==> config.mk <==
export PLATFORM = sky130hd
export DESIGN_NAME = double_ended_queue_core_flat
export DESIGN_NICKNAME = d
export VERILOG_FILES = /design/src/hdl/deq_pkg.sv /design/src/hdl/deq_req_if.sv /design/src/hdl/deq_rsp_if.sv /design/src/hdl/deq_cell.sv /design/src/hdl/double_ended_queue_core.sv /design/src/flat_wrapper.sv
export SDC_FILE = /design/constraint.sdc
export NUM_CORES = 1
export LEC_CHECK = 0
export ABC_AREA = 0
export BUFFER_PORTS_ARGS = -buffer_cell sky130_fd_sc_hd__buf_2
export CORE_ASPECT_RATIO = 1.1
export CORE_UTILIZATION = 45
export CTS_CLUSTER_DIAMETER = 40
export DETAILED_ROUTE_END_ITERATION = 10
export PLACE_DENSITY = 0.58
export SLEW_MARGIN = 15
export SYNTH_ARGS = -nofsm -noshare
export SYNTH_HDL_FRONTEND = slang
export SYNTH_SLANG_ARGS = --single-unit
export TNS_END_PERCENT = 1
==> constraint.sdc <==
create_clock -name clock -period 8.8 [get_ports clock]
set_input_delay 0.88 -clock clock [delete_from_list [all_inputs] [get_ports clock]]
set_output_delay 0.88 -clock clock [all_outputs]
set_load 0.01 [all_outputs]
==> src/hdl/deq_pkg.sv <==
// ----------------------------------------------------------------------------
// deq_pkg
// Shared sizes, command and status codes and the control bundle that drives
// the row of storage cells of the double-ended queue.
// ----------------------------------------------------------------------------
package deq_pkg;

   localparam int DEPTH   = 16;
   localparam int WIDTH   = 32;
   localparam int DATA_W  = 32;
   localparam int STORE_W = (WIDTH < DATA_W) ? WIDTH : DATA_W;
   localparam int COUNT_W = $clog2(DEPTH + 1);

   typedef enum logic [1:0] {
      CMD_PUSH_FRONT = 2'd0,
      CMD_PUSH_BACK  = 2'd1,
      CMD_POP_FRONT  = 2'd2,
      CMD_POP_BACK   = 2'd3
   } cmd_type;

   typedef enum logic [1:0] {
      ST_OK    = 2'd0,
      ST_EMPTY = 2'd1,
      ST_FULL  = 2'd2
   } status_type;

   typedef logic [DATA_W-1:0]  data_type;
   typedef logic [STORE_W-1:0] word_type;
   typedef logic [COUNT_W-1:0] count_type;

   // at most one operation set, broadcast to every cell, already gated by full/empty
   typedef struct packed {
      logic push_front;
      logic push_back;
      logic pop_front;
      logic pop_back;
   } cell_ctrl_type;

endpackage

==> src/hdl/deq_req_if.sv <==
// ----------------------------------------------------------------------------
// deq_req_if
// Command channel: valid/ready handshake with the command and the push word.
// ----------------------------------------------------------------------------
interface deq_req_if;
   logic               valid;
   logic               ready;
   deq_pkg::cmd_type   cmd;
   deq_pkg::data_type  data_in;

   modport source (output valid, output cmd, output data_in, input ready);
   modport sink   (input valid, input cmd, input data_in, output ready);
endinterface

==> src/hdl/deq_rsp_if.sv <==
// ----------------------------------------------------------------------------
// deq_rsp_if
// Result channel: valid/ready handshake with popped word, status and count.
// ----------------------------------------------------------------------------
interface deq_rsp_if;
   logic                 valid;
   logic                 ready;
   deq_pkg::data_type    data_out;
   deq_pkg::status_type  status;
   deq_pkg::count_type   count;

   modport source (output valid, output data_out, output status, output count,
                   input ready);
   modport sink   (input valid, input data_out, input status, input count,
                   output ready);
endinterface

==> src/hdl/deq_cell.sv <==
// ----------------------------------------------------------------------------
// deq_cell
// One storage cell of the queue row. Holds a word and an occupied flag and
// shifts towards either neighbour on front pushes and front pops, and fills or frees itself on back pushes and pops.
// ----------------------------------------------------------------------------
module deq_cell (
   input  logic                   clock,
   input  logic                   reset,
   input  deq_pkg::cell_ctrl_type ctrl,
   input  deq_pkg::word_type      push_word,
   input  deq_pkg::word_type      left_word,
   input  logic                   left_occ,
   input  deq_pkg::word_type      right_word,
   input  logic                   right_occ,
   output deq_pkg::word_type      word_out,
   output logic                   occ_out,
   output deq_pkg::word_type      tail_word
);
   import deq_pkg::*;

   word_type word_ff, word_in;
   logic     occ_ff, occ_in;

   always_comb begin
      word_in = word_ff;
      occ_in  = occ_ff;
      if (ctrl.push_front) begin
         word_in = left_word;
         occ_in  = left_occ;
      end else if (ctrl.push_back) begin
         // first free cell takes the word
         if (!occ_ff && left_occ) begin
            word_in = push_word;
            occ_in  = 1'b1;
         end
      end else if (ctrl.pop_front) begin
         word_in = right_word;
         occ_in  = right_occ;
      end else if (ctrl.pop_back) begin
         if (occ_ff && !right_occ) begin
            occ_in = 1'b0;
         end
      end
   end

   always_ff @(posedge clock) begin
      if (reset) begin
         occ_ff <= 1'b0;
      end else begin
         occ_ff <= occ_in;
      end
   end

   always_ff @(posedge clock) begin
      word_ff <= word_in;
   end

   assign word_out  = word_ff;
   assign occ_out   = occ_ff;
   assign tail_word = (occ_ff && !right_occ) ? word_ff : '0;

endmodule

==> src/hdl/double_ended_queue_core.sv <==
// ----------------------------------------------------------------------------
// double_ended_queue_core
// Bounded double-ended queue built as a row of shifting storage cells.
// ----------------------------------------------------------------------------
// The queue keeps its words packed in a row of DEPTH cells, front word in the
// first cell. A front push or front pop shifts the whole row by one cell;
// a back push fills the first free cell and a back pop frees the last
// occupied one. The result of each accepted command is loaded into an output
// register at the same edge that updates the cell row and shows in the next
// cycle, so a command can be accepted on every clock as long as the previous
// result is taken in the same cycle. Pops on an empty queue and pushes on a
// full queue return a refusal status and change nothing.
module double_ended_queue_core (
   input logic  clock,
   input logic  reset,
   deq_req_if.sink   req_chan,
   deq_rsp_if.source rsp_chan
);
   import deq_pkg::*;

   cell_ctrl_type ctrl;
   word_type      push_word;
   word_type      cell_word [DEPTH];
   word_type      cell_tail [DEPTH];
   logic [DEPTH-1:0] cell_occ;
   word_type      tail_or;
   logic          full, empty, accept;
   status_type    status_cmd;
   word_type      pop_word;

   logic       rsp_valid_ff, rsp_valid_in;
   data_type   data_out_ff, data_out_in;
   status_type status_ff, status_in;
   count_type  count_ff, count_in;

   assign full      = cell_occ[DEPTH-1];
   assign empty     = !cell_occ[0];
   assign push_word = req_chan.data_in[STORE_W-1:0];
   assign req_chan.ready = !rsp_valid_ff || rsp_chan.ready;
   assign accept    = req_chan.valid && req_chan.ready;

   always_comb begin
      ctrl       = '0;
      status_cmd = ST_OK;
      case (req_chan.cmd)
         CMD_PUSH_FRONT: begin
            if (full) status_cmd = ST_FULL;
            else      ctrl.push_front = accept;
         end
         CMD_PUSH_BACK: begin
            if (full) status_cmd = ST_FULL;
            else      ctrl.push_back = accept;
         end
         CMD_POP_FRONT: begin
            if (empty) status_cmd = ST_EMPTY;
            else       ctrl.pop_front = accept;
         end
         CMD_POP_BACK: begin
            if (empty) status_cmd = ST_EMPTY;
            else       ctrl.pop_back = accept;
         end
         default: begin
            status_cmd = ST_OK;
         end
      endcase
   end

   genvar gi;
   generate
      for (gi = 0; gi < DEPTH; gi++) begin : g_cell
         word_type lw, rw;
         logic     lo, ro;
         if (gi == 0) begin : g_head
            // the front cell sees the push word as its left neighbour
            assign lw = push_word;
            assign lo = 1'b1;
         end else begin : g_mid_l
            assign lw = cell_word[gi-1];
            assign lo = cell_occ[gi-1];
         end
         if (gi == DEPTH - 1) begin : g_tail
            assign rw = '0;
            assign ro = 1'b0;
         end else begin : g_mid_r
            assign rw = cell_word[gi+1];
            assign ro = cell_occ[gi+1];
         end
         deq_cell u_cell (
            .clock      (clock),
            .reset      (reset),
            .ctrl       (ctrl),
            .push_word  (push_word),
            .left_word  (lw),
            .left_occ   (lo),
            .right_word (rw),
            .right_occ  (ro),
            .word_out   (cell_word[gi]),
            .occ_out    (cell_occ[gi]),
            .tail_word  (cell_tail[gi])
         );
      end
   endgenerate

   // only the last occupied cell drives a non-zero tail word
   always_comb begin
      tail_or = '0;
      for (int i = 0; i < DEPTH; i++) begin
         tail_or = tail_or | cell_tail[i];
      end
   end

   always_comb begin
      pop_word = '0;
      if (ctrl.pop_front) pop_word = cell_word[0];
      else if (ctrl.pop_back) pop_word = tail_or;
   end

   always_comb begin
      count_in = count_ff;
      if (ctrl.push_front || ctrl.push_back) count_in = count_ff + COUNT_W'(1);
      else if (ctrl.pop_front || ctrl.pop_back) count_in = count_ff - COUNT_W'(1);
   end

   always_comb begin
      rsp_valid_in = rsp_valid_ff;
      if (accept)              rsp_valid_in = 1'b1;
      else if (rsp_chan.ready) rsp_valid_in = 1'b0;
      data_out_in = accept ? DATA_W'(pop_word) : data_out_ff;
      status_in   = accept ? status_cmd : status_ff;
   end

   always_ff @(posedge clock) begin
      if (reset) begin
         rsp_valid_ff <= 1'b0;
         count_ff     <= '0;
      end else begin
         rsp_valid_ff <= rsp_valid_in;
         count_ff     <= count_in;
      end
   end

   always_ff @(posedge clock) begin
      data_out_ff <= data_out_in;
      status_ff   <= status_in;
   end

   // state only moves on a transfer, which also reloads the result register
   assign rsp_chan.valid    = rsp_valid_ff;
   assign rsp_chan.data_out = data_out_ff;
   assign rsp_chan.status   = status_ff;
   assign rsp_chan.count    = count_ff;

   a_count_matches_cells: assert property (@(posedge clock) disable iff (reset)
      32'(count_ff) == $countones(cell_occ))
      else $error("count disagrees with occupied cells");

   a_cells_packed: assert property (@(posedge clock) disable iff (reset)
      ((cell_occ + DEPTH'(1)) & cell_occ) == '0)
      else $error("occupied cells not packed at the front");

   a_full_refusal: assert property (@(posedge clock) disable iff (reset)
      rsp_chan.valid && rsp_chan.status == ST_FULL |-> 32'(rsp_chan.count) == DEPTH)
      else $error("full refusal with queue not full");

   a_empty_refusal: assert property (@(posedge clock) disable iff (reset)
      rsp_chan.valid && rsp_chan.status == ST_EMPTY
         |-> rsp_chan.count == '0 && rsp_chan.data_out == '0)
      else $error("empty refusal with queue not empty");

endmodule

==> src/flat_wrapper.sv <==
// flat-port wrapper written by rule: the top's interface ports become plain ports
module double_ended_queue_core_flat import deq_pkg::*;
  (clock, reset, req_chan_valid, req_chan_cmd, req_chan_data_in, req_chan_ready, rsp_chan_valid, rsp_chan_data_out, rsp_chan_status, rsp_chan_count, rsp_chan_ready);
  deq_req_if req_chan_i ();
  deq_rsp_if rsp_chan_i ();
  input logic clock;
  input logic reset;
  input wire logic [$bits(req_chan_i.valid)-1:0] req_chan_valid;
  input wire logic [$bits(req_chan_i.cmd)-1:0] req_chan_cmd;
  input wire logic [$bits(req_chan_i.data_in)-1:0] req_chan_data_in;
  output wire logic [$bits(req_chan_i.ready)-1:0] req_chan_ready;
  output wire logic [$bits(rsp_chan_i.valid)-1:0] rsp_chan_valid;
  output wire logic [$bits(rsp_chan_i.data_out)-1:0] rsp_chan_data_out;
  output wire logic [$bits(rsp_chan_i.status)-1:0] rsp_chan_status;
  output wire logic [$bits(rsp_chan_i.count)-1:0] rsp_chan_count;
  input wire logic [$bits(rsp_chan_i.ready)-1:0] rsp_chan_ready;
  assign req_chan_i.valid = req_chan_valid;
  assign req_chan_i.cmd = req_chan_cmd;
  assign req_chan_i.data_in = req_chan_data_in;
  assign req_chan_ready = req_chan_i.ready;
  assign rsp_chan_valid = rsp_chan_i.valid;
  assign rsp_chan_data_out = rsp_chan_i.data_out;
  assign rsp_chan_status = rsp_chan_i.status;
  assign rsp_chan_count = rsp_chan_i.count;
  assign rsp_chan_i.ready = rsp_chan_ready;
  double_ended_queue_core u_core (.clock(clock), .reset(reset), .req_chan(req_chan_i), .rsp_chan(rsp_chan_i));
endmodule
==> flow_summary.json <==
{
  "critPathMaxFanout": 121,
  "regArea_sq_um": 16800,
  "cp_slowest_cell": "buf_4",
  "internal_power_mw": 5.63,
  "first_pass_iters": 6,
  "peakVddDrop_mv": 0.156,
  "antenna_found_initial": 2,
  "yosysSeqAreaShare_pct": 57.7,
  "dp_hpwl_um": 50800,
  "post_drt_wl_per_cell_um": 25.3,
  "nNetsFinal": 2906,
  "clock_path_buffers": 3,
  "grt_max_degree": 269,
  "pwr-share-clk_pct": 48.4,
  "setup_viol": 0,
  "cts-buffers-inserted": 88,
  "first_iter_violations": 3343,
  "hp-class": "reg -> reg",
  "drc": 0,
  "timing.critical_path.mode_cell": "buf_4",
  "max_stage_delay_ns": 0.93,
  "core_area_sq_um": 63800,
  "yosys.cell_types.count": 48,
  "vias_per_cell": 6.34,
  "htreeDepth": 3,
  "hold_viol_final": 0,
  "fillers": 5868,
  "switchingPower_mw": 1.99,
  "worst_ep_required_time_ns": 9.12,
  "slew_viol_final": 0,
  "io_pins": 79,
  "seq_power_share_pct": 42.3,
  "cts_hold_buf": 0,
  "yosysTopAreaCellShare_pct": 56.2,
  "synthFlopType": "edfxtp_1",
  "drive_above_1_share_pct": 11.8,
  "yosysWarnings": 0,
  "worstSetupPathType": "reg -> reg",
  "synthesis.nets": 3009,
  "postCtsSetupBuffers": 0,
  "synth_edf_count": 546,
  "diodes": 0,
  "multi_input_area_sq_um": 10900,
  "io_buffers": 78,
  "start_kind": "flop",
  "worstPathCellList": "buf_4 -> nor2_4 -> and3_4 -> inv_8 -> buf_4 -> buf_4 -> o21ai_0",
  "antenna_left": 0,
  "skew_ns": 0.0162,
  "grtUsageTotal_pct": 28.7,
  "period_share_pct": 48.8,
  "wirelength_um": 95800,
  "synthTopCellsByCount": "nand2_1 (588), edfxtp_1 (546), a21oi_1 (521), o21ai_0 (385), clkbuf_1 (213)",
  "yosys.area.top_type": "edfxtp_1",
  "synth_cells": 2967,
  "fin_total_pwr_mw": 7.63,
  "die_y_um": 269,
  "start_util_pct": 45.7,
  "cts_tree": "yes",
  "num_rows": 97,
  "final_util_pct": 51.3,
  "grt.overflow.total": 0,
  "ctsResizeCount": 0,
  "synth-seq-cells": 568,
  "design.die.area_sq_um": 65800,
  "vias": 24000,
  "slew_headroom_pct": 23.0,
  "async_flop_share_pct": 0,
  "tightestPinTransition_ns": 1.16,
  "rsz0062_at_grt": "no",
  "setup_tns_ns": 0,
  "mappedNetlistArea_sq_um": 29200,
  "grt_pass1_vias": 22500,
  "status": "finished, final reports clean",
  "fmax_ghz": 0.233,
  "clock-sinks": 568,
  "endpoint_kind": "flop",
  "clk_pin_slew_ns": 0.05,
  "combPwrFrac_pct": 9.3,
  "worstPathArrival_ns": 4.62,
  "grt_first_pass_wirelength_um": 143000,
  "p_per_area_nw_per_um2": 233,
  "avgSynthCellArea_sq_um": 9.83,
  "maxCapViolCount": 0,
  "synth.most_common_cell": "nand2_1",
  "leakage_nw": 11.6,
  "swShare_pct": 26.1,
  "fp.dieW_um": 245,
  "place_congestion": 0.813,
  "clock_latency_ns": 0.63,
  "area_delta_synth_final_pct": 12.3,
  "root_buffer": "clkbuf_16",
  "ys_top_cells_by_area": "edfxtp_1 (56%), a21oi_1 (8.9%), nand2_1 (7.6%)",
  "finalCriticalPeriod_ns": 4.30
}
[power by group through the flow]
stage                     Sequential [mW]  Clock, mW  Combinational, mW
after CTS                            3.22       3.73              0.700
final                                3.23       3.69              0.709
after global routing                 3.24       3.84              0.779
after global placement               3.28          0              0.686
after floorplan                      3.25          0              0.491
after detailed placement             3.28          0              0.698
[sequential cells by signal (all words and copies together), names as in the netlist]
name	cells
u_core.rsp_chan.status	2
u_core.rsp_chan.data_out	32
u_core.rsp_chan.count	5
u_core.rsp_chan.valid	1
u_core.g_cell.u_cell.word_out	512
u_core.g_cell.u_cell.occ_out	16
[kinds of logic (layout without fill, tap and decap cells)]
logic type	count (synthesis)	after routing	synth area share [%]
mux	4	4	0.142
buf+inv	327	299	5.40
flops	568	568	57.7
fa+ha+maj	4	4	0.197
compound gates	1303	1303	25.7
simple gates	758	758	10.7
xor+xnor	3	3	0.0901
[routing by layer]
metal / GRT usage (%) / routed length (um) / up-vias
li1: - / - / 10900
met1: 39.8 / 40500 / 11700
met2: 46.0 / 44700 / 1230
met3: 4.32 / 8190 / 166
met4: 9.31 / 2420 / 2
met5: 0 / 17 / -
[through the flow]
stage               cell area, sq um  cells  setup WS (ns)  hold slack, ns
finish                         32800   3780           4.50           0.524
global route                   32800   3780           4.27           0.524
CTS                            32800   3780           4.65           0.490
detailed placement             29600   3615           4.41           0.520
global placement               29600   3615           4.51           0.513
floorplan                      29200   2967           4.12           0.501
[path summary, 6_finish.rpt]
| path | from | end | slack, ns | cells after the start |
|---|---|---|---|---|
| setup / recovery | u_core.g_cell[15].u_cell.occ_out | u_core.g_cell[14].u_cell.word_out[12] | 4.50 | 7 |
| setup reg to reg | u_core.g_cell[15].u_cell.occ_out | u_core.g_cell[14].u_cell.word_out[12] | 4.50 | 7 |
| hold reg to reg | u_core.rsp_chan.count[2] | u_core.rsp_chan.count[2] | 0.52 | 2 |
| hold / removal | u_core.rsp_chan.count[2] | u_core.rsp_chan.count[2] | 0.52 | 2 |
[cell type report]
type,count,area share [%]
inverters,8,0.138
clock buffers,97,6.99
flip-flops and latches,568,51.4
well taps,841,3.21
repair buffers,126,2.38
clock inverters,68,2.54
multi-input cells,2072,33.3
[cell usage in the layout (no fill, tap or decap), drive strengths merged, types with 17 or more instances in the layout]
| cell | count |
|---|---|
| a21oi | 521 |
| a221oi | 44 |
| a22o | 19 |
| a22oi | 176 |
| and2 | 34 |
| buf | 126 |
| clkbuf | 97 |
| clkinv | 24 |
| dfxtp | 22 |
| edfxtp | 546 |
| inv | 23 |
| nand2 | 588 |
| nand3 | 24 |
| nand4 | 32 |
| nor2 | 49 |
| nor2b | 17 |
| o21ai | 474 |
| o221a | 20 |
[critical path, delay by kind of cell, from the launching register on]
| family | cells | cell delay, ns |
|---|---|---|
| compound gates | 1 | 0.26 |
| buf+inv | 4 | 2.92 |
| flops | 1 | 0.31 |
| simple gates | 2 | 0.34 |
Power figures use the tool's default switching activity.
